[src/sv/assert_macros.svh]
// Assertion macros shared by the framer RTL.
// Included by modules that carry concurrent checks; no other dependencies.
`ifndef ASSERT_MACROS_SVH
`define ASSERT_MACROS_SVH

// Property checked on every clock edge outside reset.
`define ASSERT_PROP(label, clk, rst_n, prop) \
    label: assert property (@(posedge clk) disable iff (!rst_n) prop) \
        else $error("framer assertion failed");

// Condition that must never be true outside reset.
`define ASSERT_NEVER(label, clk, rst_n, cond) \
    label: assert property (@(posedge clk) disable iff (!rst_n) !(cond)) \
        else $error("framer forbidden condition seen");

`endif

[src/sv/cpf_pkg.sv]
// Shared types, constants and CRC step for the CRC-16 packet framer.
// No dependencies; imported by every framer module.
package cpf_pkg;

    localparam logic [7:0]  START_MARKER = 8'hFF;
    localparam logic [15:0] CRC_POLY     = 16'h1021;
    localparam logic [15:0] CRC_INIT     = 16'h0000;

    localparam int QDEPTH = 4;
    localparam int QPTR_W = $clog2(QDEPTH);
    localparam int QCNT_W = $clog2(QDEPTH + 1);

    typedef enum logic {
        KIND_OPEN = 1'b0,
        KIND_DATA = 1'b1
    } cpf_kind_t;

    // One classified work item between front and back.
    typedef struct packed {
        cpf_kind_t  kind;
        logic       finish;     // frame closes after this item: append CRC
        logic [7:0] len_data;   // length on open, payload byte on data
        logic [7:0] code;       // command byte on open
    } cpf_entry_t;

    // CRC-16/XMODEM, one byte, MSB first.
    function automatic logic [15:0] crc_feed(input logic [15:0] crc, input logic [7:0] b);
        logic [15:0] c;
        c = crc ^ {b, 8'h00};
        for (int i = 0; i < 8; i++) begin
            c = c[15] ? ((c << 1) ^ CRC_POLY) : (c << 1);
        end
        return c;
    endfunction

endpackage

[src/sv/cpf_front.sv]
// Front end of the framer: accepts input transactions, tracks the open frame
// and pushes classified items into the queue. Depends on cpf_pkg.
`include "assert_macros.svh"

module cpf_front
    import cpf_pkg::*;
(
    input  logic       aclk,
    input  logic       aresetn,
    input  logic       s_tvalid,
    output logic       s_tready,
    input  logic       s_tuser,     // [0] cmd
    input  logic [7:0] code_in,
    input  logic [7:0] len_in,
    input  logic [7:0] data_in,
    input  logic       q_full,
    output logic       push,
    output cpf_entry_t push_entry
);

    logic       frame_open_reg, frame_open_next;
    logic [7:0] bytes_left_reg, bytes_left_next;
    logic       accept;

    assign s_tready = !q_full;
    assign accept   = s_tvalid && s_tready;

    always_comb begin
        frame_open_next = frame_open_reg;
        bytes_left_next = bytes_left_reg;
        push            = 1'b0;
        push_entry      = '{kind: KIND_OPEN, finish: 1'b0, len_data: len_in, code: code_in};
        if (accept) begin
            if (s_tuser == KIND_OPEN) begin
                push                = 1'b1;
                push_entry.finish   = (len_in == 8'd0);
                frame_open_next     = (len_in != 8'd0);
                bytes_left_next     = len_in;
            end else if (frame_open_reg) begin
                push                = 1'b1;
                push_entry.kind     = KIND_DATA;
                push_entry.len_data = data_in;
                push_entry.finish   = (bytes_left_reg == 8'd1);
                bytes_left_next     = bytes_left_reg - 8'd1;
                frame_open_next     = (bytes_left_reg != 8'd1);
            end
        end
    end

    always_ff @(posedge aclk) begin
        if (!aresetn) begin
            frame_open_reg <= 1'b0;
            bytes_left_reg <= 8'd0;
        end else begin
            frame_open_reg <= frame_open_next;
            bytes_left_reg <= bytes_left_next;
        end
    end

    `ASSERT_PROP(a_open_matches_count, aclk, aresetn, frame_open_reg == (bytes_left_reg != 8'd0))

endmodule

[src/sv/cpf_queue.sv]
// Short item queue between framer front and back, held in flip-flops.
// Depends on cpf_pkg for the entry type and depth.
`include "assert_macros.svh"

module cpf_queue
    import cpf_pkg::*;
(
    input  logic       aclk,
    input  logic       aresetn,
    input  logic       push,
    input  cpf_entry_t push_entry,
    input  logic       pop,
    output logic       full,
    output logic       empty,
    output cpf_entry_t head
);

    cpf_entry_t          entries_reg [QDEPTH];
    logic [QPTR_W-1:0]   wr_ptr_reg;
    logic [QPTR_W-1:0]   rd_ptr_reg;
    logic [QCNT_W-1:0]   count_reg;

    assign full  = (count_reg == QCNT_W'(QDEPTH));
    assign empty = (count_reg == '0);
    assign head  = entries_reg[rd_ptr_reg];

    always_ff @(posedge aclk) begin
        if (push) begin
            entries_reg[wr_ptr_reg] <= push_entry;
        end
    end

    always_ff @(posedge aclk) begin
        if (!aresetn) begin
            wr_ptr_reg <= '0;
            rd_ptr_reg <= '0;
            count_reg  <= '0;
        end else begin
            if (push) begin
                wr_ptr_reg <= wr_ptr_reg + 1'b1;
            end
            if (pop) begin
                rd_ptr_reg <= rd_ptr_reg + 1'b1;
            end
            case ({push, pop})
                2'b10:   count_reg <= count_reg + 1'b1;
                2'b01:   count_reg <= count_reg - 1'b1;
                default: count_reg <= count_reg;
            endcase
        end
    end

    `ASSERT_PROP(a_count_bound, aclk, aresetn, count_reg <= QCNT_W'(QDEPTH))
    `ASSERT_PROP(a_ptr_span, aclk, aresetn, (wr_ptr_reg - rd_ptr_reg) == count_reg[QPTR_W-1:0])

endmodule

[src/sv/cpf_back.sv]
// Back end of the framer: expands queued items into frame bytes, runs the
// CRC one byte per unstalled cycle, owns output register. Uses cpf_pkg.
`include "assert_macros.svh"

module cpf_back
    import cpf_pkg::*;
(
    input  logic       aclk,
    input  logic       aresetn,
    input  logic       q_empty,
    input  cpf_entry_t head,
    output logic       pop,
    output logic       m_tvalid,
    input  logic       m_tready,
    output logic [7:0] m_tdata,
    output logic       m_tlast
);

    typedef enum logic [2:0] {
        PH_FIRST,
        PH_LEN,
        PH_CODE,
        PH_CRCH,
        PH_CRCL
    } phase_t;

    phase_t      phase_reg, phase_next;
    logic [15:0] crc_reg, crc_next;
    logic        m_tvalid_reg, m_tvalid_next;
    logic [7:0]  m_tdata_reg, m_tdata_next;
    logic        m_tlast_reg, m_tlast_next;
    logic        out_free;

    assign out_free = !m_tvalid_reg || m_tready;

    always_comb begin
        phase_next    = phase_reg;
        crc_next      = crc_reg;
        m_tvalid_next = m_tvalid_reg;
        m_tdata_next  = m_tdata_reg;
        m_tlast_next  = m_tlast_reg;
        pop           = 1'b0;
        if (out_free) begin
            m_tvalid_next = 1'b0;
            if (!q_empty) begin
                m_tvalid_next = 1'b1;
                m_tlast_next  = 1'b0;
                case (phase_reg)
                    PH_FIRST: begin
                        if (head.kind == KIND_OPEN) begin
                            m_tdata_next = START_MARKER;
                            phase_next   = PH_LEN;
                        end else begin
                            m_tdata_next = head.len_data;
                            crc_next     = crc_feed(crc_reg, head.len_data);
                            if (head.finish) begin
                                phase_next = PH_CRCH;
                            end else begin
                                pop = 1'b1;
                            end
                        end
                    end
                    PH_LEN: begin
                        m_tdata_next = head.len_data;
                        crc_next     = crc_feed(CRC_INIT, head.len_data);
                        phase_next   = PH_CODE;
                    end
                    PH_CODE: begin
                        m_tdata_next = head.code;
                        crc_next     = crc_feed(crc_reg, head.code);
                        if (head.finish) begin
                            phase_next = PH_CRCH;
                        end else begin
                            phase_next = PH_FIRST;
                            pop        = 1'b1;
                        end
                    end
                    PH_CRCH: begin
                        m_tdata_next = crc_reg[15:8];
                        phase_next   = PH_CRCL;
                    end
                    PH_CRCL: begin
                        m_tdata_next = crc_reg[7:0];
                        m_tlast_next = 1'b1;
                        crc_next     = CRC_INIT;
                        phase_next   = PH_FIRST;
                        pop          = 1'b1;
                    end
                    default: begin
                        phase_next    = PH_FIRST;
                        m_tvalid_next = 1'b0;
                    end
                endcase
            end
        end
    end

    always_ff @(posedge aclk) begin
        if (!aresetn) begin
            phase_reg    <= PH_FIRST;
            crc_reg      <= CRC_INIT;
            m_tvalid_reg <= 1'b0;
            m_tlast_reg  <= 1'b0;
            m_tdata_reg  <= 8'd0;
        end else begin
            phase_reg    <= phase_next;
            crc_reg      <= crc_next;
            m_tvalid_reg <= m_tvalid_next;
            m_tlast_reg  <= m_tlast_next;
            m_tdata_reg  <= m_tdata_next;
        end
    end

    assign m_tvalid = m_tvalid_reg;
    assign m_tdata  = m_tdata_reg;
    assign m_tlast  = m_tlast_reg;

    `ASSERT_PROP(a_mid_item_has_head, aclk, aresetn, (phase_reg != PH_FIRST) |-> !q_empty)
    `ASSERT_PROP(a_crc_clear_at_end, aclk, aresetn, (m_tvalid_reg && m_tlast_reg) |-> (crc_reg == CRC_INIT))

endmodule

[src/sv/crc16_packet_framer.sv]
// Top level of the CRC-16 packet framer: front classifier, item queue, back sequencer.
// Depends on cpf_pkg, cpf_front, cpf_queue and cpf_back.
//
// Input stream (s_): s_tuser is cmd (0 opens a frame, 1 carries a payload byte);
// s_tdata holds command_code, frame_len and data_byte. An open item yields
// 0xFF, length, command, and when the length is zero also CRC high and low.
// Each payload item yields its byte; the last one of a frame is followed by the
// CRC-16/XMODEM high and low bytes over length, command and payload. Payload
// with no frame open is dropped; an open abandons any frame in progress.
// Output stream (m_): one frame byte per transaction, m_tlast on the CRC low byte.
// With the back end idle, an accepted item is written into the queue and its
// first byte is then registered in the output register.
// The back end emits one output byte per cycle while the queue holds an item
// and m_tready does not stall it. A four-entry queue lets input run ahead of
// output; s_tready falls only when the queue is full. A stalled m_tready holds
// the output register and, once the queue fills, the input side.
// Reset (aresetn low, synchronous): queue emptied, no frame open, CRC cleared.

module crc16_packet_framer
    import cpf_pkg::*;
(
    input  logic        aclk,
    input  logic        aresetn,
    input  logic        s_tvalid,
    output logic        s_tready,
    input  logic [23:0] s_tdata,    // [7:0] command_code, [15:8] frame_len, [23:16] data_byte
    input  logic        s_tuser,    // [0] cmd
    output logic        m_tvalid,
    input  logic        m_tready,
    output logic [7:0]  m_tdata,    // [7:0] out_byte
    output logic        m_tlast
);

    logic       push;
    logic       pop;
    logic       q_full;
    logic       q_empty;
    cpf_entry_t push_entry;
    cpf_entry_t head;

    cpf_front u_front (
        .aclk       (aclk),
        .aresetn    (aresetn),
        .s_tvalid   (s_tvalid),
        .s_tready   (s_tready),
        .s_tuser    (s_tuser),
        .code_in    (s_tdata[7:0]),
        .len_in     (s_tdata[15:8]),
        .data_in    (s_tdata[23:16]),
        .q_full     (q_full),
        .push       (push),
        .push_entry (push_entry)
    );

    cpf_queue u_queue (
        .aclk       (aclk),
        .aresetn    (aresetn),
        .push       (push),
        .push_entry (push_entry),
        .pop        (pop),
        .full       (q_full),
        .empty      (q_empty),
        .head       (head)
    );

    cpf_back u_back (
        .aclk     (aclk),
        .aresetn  (aresetn),
        .q_empty  (q_empty),
        .head     (head),
        .pop      (pop),
        .m_tvalid (m_tvalid),
        .m_tready (m_tready),
        .m_tdata  (m_tdata),
        .m_tlast  (m_tlast)
    );

endmodule

[config.mk]
export PLATFORM = sky130hd
export DESIGN_NAME = crc16_packet_framer
export DESIGN_NICKNAME = d
export VERILOG_FILES = /design/src/sv/cpf_pkg.sv /design/src/sv/cpf_front.sv /design/src/sv/cpf_queue.sv /design/src/sv/cpf_back.sv /design/src/sv/crc16_packet_framer.sv
export VERILOG_INCLUDE_DIRS = /design/src /design/src/sv
export SDC_FILE = /design/constraint.sdc
export NUM_CORES = 1
export LEC_CHECK = 0
export BUFFER_PORTS_ARGS = -buffer_cell sky130_fd_sc_hd__buf_4
export CAP_MARGIN = 20
export CORE_MARGIN = 2
export CORE_UTILIZATION = 45
export DETAILED_ROUTE_END_ITERATION = 16
export PLACE_DENSITY_LB_ADDON = 0.15
export SLEW_MARGIN = 5
export SYNTH_ARGS = -nofsm -noshare
export SYNTH_HDL_FRONTEND = slang
export SYNTH_SLANG_ARGS = --single-unit
[constraint.sdc]
create_clock -name aclk -period 3.65 [get_ports aclk]
set_clock_uncertainty 0.2 [all_clocks]
set_input_delay 0.9125 -clock aclk [delete_from_list [all_inputs] [get_ports aclk]]
set_output_delay 0.9125 -clock aclk [all_outputs]
set_load 0.05 [all_outputs]
Yosys cells after proc, flatten, opt, wreduce, memory -nomap -nowiden
Memories as Yosys holds them, arrays and structs flattened. A register that Yosys moved wholly into a read port is not among the register bits.
Cells that the tools add are included.
Operators by class
  eq/ne operators: 12
  mux-type cells: 57
  add/subtract/negate cells: 5
  bitwise gates (word level): 27
  reduce and logical (&&, ||, !) cells: 17
Operators by type and width (count)
  13-bit two-way mux: 24
  3-bit inverter: 24
  16-bit one-hot mux with 4 select lines: 1
  8-bit one-hot mux with 5 select lines: 1
  8-bit two-way mux: 4
  16-bit XOR: 2
  10-bit two-way mux: 2
  1-bit two-way mux: 16
  16-bit two-way mux: 1
  3-bit one-hot mux with 4 select lines: 1
  8-bit by 1-bit equality test with 1-bit output, second input constant: 1
  8-bit logical NOT: 1
  8-bit by 1-bit inequality test with 1-bit output, second input constant: 1
  8-bit nonzero test: 1
  8-bit by 1-bit subtractor with 8-bit output, second input constant: 1
  3-bit by 2-bit equality test with 1-bit output, second input constant: 2
  3-bit equality test, second input constant: 2
  3-bit logical NOT: 2
  2-bit two-way mux: 3
  3-bit two-way mux: 2
  3-bit one-hot mux with 2 select lines: 1
  3-bit AND reduction: 2
  5-bit nonzero test: 1
  5-bit OR reduction: 1
  17 further kinds: 21
Storage, ports and cells
  input bits: 29
  memories kept: 1
  register bits: 45
  bits in writable memories: 72
Memory list
  u_queue.entries_reg: depth 4, width 18, rd ports 1, clocked after memory_dff 1, write ports 1, RTL line cpf_queue.sv:18  | cpf_entry_t entries_reg [QDEPTH];

Depth between registers and ports, before layout
  depth in word-level cells: 19
  mapped depth: 12
  mapped depth without buffers: 11

Modules after synthesis
From an unflattened synthesis, not the netlist that was laid out.
Second synthesis, totals
  cell total of the unflattened synthesis: 531
  area, all modules: 6271.0 µm²
Modules (own cells, without submodules)
  cpf_queue: times used 1, cells each 140, seq. area each 2342.2 µm², area each 3089.2 µm²
  cpf_back: times used 1, cells each 300, seq. area each 580.6 µm², area each 2416.1 µm²
  cpf_front: times used 1, cells each 91, seq. area each 180.2 µm², area each 765.7 µm²

Worst setup path before layout
OpenSTA, ideal clock, no wires.
  path type: input port to flip-flop
  start: in s_tuser
  end: reg u_queue.count_reg[2]
  buffers on the path: 2
  cell stages on the path: 11
  required time: 3.374 ns
  arrival time: 3.266 ns
  path slack: 0.108 ns
  path through: clkbuf_1 clkinv_1 o21a_1 inv_1 clkbuf_1 ha_1 inv_1 fa_1 xor2_1 or3_1 a21boi_0
Between the ends
  longest elaborated chain between the ends: 4
  elaborated cells between the ends (all ways): 6
  those cells by class: eq/ne (2); mux (3); reduce/logical (1)
RTL lines
  start: declaration: RTL line crc16_packet_framer.sv:27  | input logic s_tuser,
  1-bit two-way mux (*): RTL line cpf_front.sv:34  | if (s_tuser == KIND_OPEN) begin
  1-bit two-way mux (*): RTL line cpf_front.sv:33  | if (accept) begin
  2-bit by 1-bit equality test with 1-bit output / 2-bit equality test (equally long branches): RTL line cpf_queue.sv:45  | case ({push, pop})
  3-bit one-hot mux with 2 select lines / 2-bit nonzero test (equally long branches)
  end signal: assignment: RTL line cpf_queue.sv:46  | 2'b10: count_reg <= count_reg + 1'b1;
  end signal: assignment: RTL line cpf_queue.sv:47  | 2'b01: count_reg <= count_reg - 1'b1;
  end signal: assignment: RTL line cpf_queue.sv:48  | default: count_reg <= count_reg;
  end: declaration: RTL line cpf_queue.sv:21  | logic [QCNT_W-1:0] count_reg;
Mark *: on every way between the ends. The rest lies on a longest branch, timed or not.
A chain may end at the register's enable or synchronous reset.

==> results.tsv <==
metric	value	unit
hp-class	register to register	
synthMuxAreaShare	0.0897	
ff2ff_path_depth	9	
cp.required	3790	ps
ys_ff_latch	119	
dp_slack	323	ps
fmaxAchievable	337	MHz
dr_total_vias	4487	
die_w	122	um
gp_congestion	0.862	
initialDrtViolationCount	319	
synth.net_count	606	
fin_nets	646	
start_util	0.456	
routed_wl	14400	um
ir_drop	0.409	mV
finalHoldViolCount	0	
clk_latency	420	ps
tns	0	ps
area.growth.synth_to_final	16.7	%
layout_common_cells	72 x edfxtp_1, 56 x buf_4, 47 x dfxtp_1, 45 x a21oi_1, 40 x nand2_1	
cts_buffers	17	
layout_commonest_cell	edfxtp_1	
tightestPinTransition	818	ps
port_buffers	39	
start_kind	register	
grt_util_all_layers	0.207	
worstHoldPathCells	2	
synth-compound-area-share	0.158	
postRouteAntennaNets	0	
htreeDepth	4	
grt_pass1_wl	23200	um
yosysUniqueCellTypes	68	
fin_ws	686	ps
dpl_cell_area	0.00673	mm2
status	finished, final reports clean	
syn_inst	569	
ys_warn_count	0	
synth-async-reset-ratio	0	
endpoint_kind	register	
synth_ff_type	edfxtp_1	
grt_pass1_vias	4333	
drc	0	
grt_max_degree	49	
synthAdderAreaFrac	0.0172	
rsz0062_at_grt	false	
largest_register_ffs	72	
synth_top_family_by_area	compound AO/OA/AOI/OAI gates	
finalCritPeriodShare	0.812	
final_cell_area	0.00731	mm2
post_cts_buffers	0	
diodes	0	
syn-cell-area	0.00626	mm2
row_count	43	
max_slew_margin	0.453	
slew_viol_final	0	
finalSetupViolations	0	
routedWlPerCell	18.0	um
core_area	0.0137	mm2
cts_root_buffer	clkbuf_16	
cts_hold_buffers	0	
dieArea	0.0149	mm2
synth_xor_area_frac	0.0861	
dr.pass1.iters	5	
crit_fanout	3	
path_clk_slew	60	ps
synth-edff-count	72	
dp_hpwl	9790	um
total_power	5.94	mW
cts_tree	yes	
viasPerCell	5.59	
ios	40	
cp.arrival	3100	ps
drive_above_1_share	0.207	
dieHeight	122	um
cts.path.max_buffers	2	
period_needed	2960	ps
p_leak	2.65	nW
grt_overflow	0	
cap_violations	0	
seq_area_frac_synth	0.496	
rrSetupSlack	690	ps
synthSimpleGateAreaFrac	0.113	
powerDensity	812	mW/mm2
antenna_found_initial	0	
cts_resized	0	
cts.sinks	119	
path_class	register to register	
avgSynthCellArea	11.0	um2
where the power goes:
part	total [mW]	switching, mW	internal, mW
clock network	1.63	0.652	0.973
logic	2.49	1.45	1.04
registers	1.82	0.206	1.61
total	5.94	2.31	3.63
cells in the mapped netlist (all sizes together), types with 5 or more instances:
cell	instances	area [um2]
nor2	39	146
o21ai	32	160
a21oi	46	234
and2	17	106
o22ai	12	75.1
buf	14	95.1
mux2i	10	100
edfxtp	72	2160
nor2b	12	75.1
ha	7	87.6
a211oi	5	37.5
xnor2	33	349
dfxtp	47	941
nand2	40	150
inv	19	71.3
nor3	10	50.1
mux4	15	349
o221a	6	67.6
nand2b	8	50.1
xor2	20	190
a21boi	7	52.6
clkbuf	21	82.6
o21a	7	52.6
mux2	10	113
nand3	10	50.1
through the flow:
stage               std cells  hold slack (ps)  utilization
floorplan                 569              263            -
global placement          770              268        0.490
detailed placement        770              272        0.490
CTS                       802              279        0.533
global route              802              303        0.533
finish                    802              272        0.533
critical path: stages, from the launching register on:
cell      delay (ps)
dfxtp_1          400
mux4_2           530
o21bai_1         190
and3_1           240
ha_1             200
inv_1             70
fa_1             430
xor2_1           160
or3_1            310
a21boi_0         170
cell families after synthesis:
group | after synthesis
AOI/OAI and AO/OA | 151
buffers and inverters | 55
xor gates and xnor gates | 53
adders and majority gates | 8
DFF | 119
muxes | 35
and+or+nand+nor | 148
layout make-up:
type	count	area [um2]
inverter	20	75.1
sequential	119	3100
tap	180	225
timing repair buffer	56	420
fill	1200	6410
multi-input combinational	395	2910
clock inverter	14	138
clock buffer	18	439
final timing paths:
check                    endpoint              start
max          u_queue.count_reg[2]           register
min             u_back.m_tdata[3]  u_back.m_tdata[3]
max reg2reg  u_queue.count_reg[2]           register
min reg2reg     u_back.m_tdata[3]  u_back.m_tdata[3]
metal layers:
layer | global-route usage | wire [um]
met4 | 0.0718 | 253
met1 | 0.269 | 6330
met3 | 0.0449 | 693
met5 | 0 | 0
met2 | 0.343 | 7150
Power figures use the tool's default switching activity.
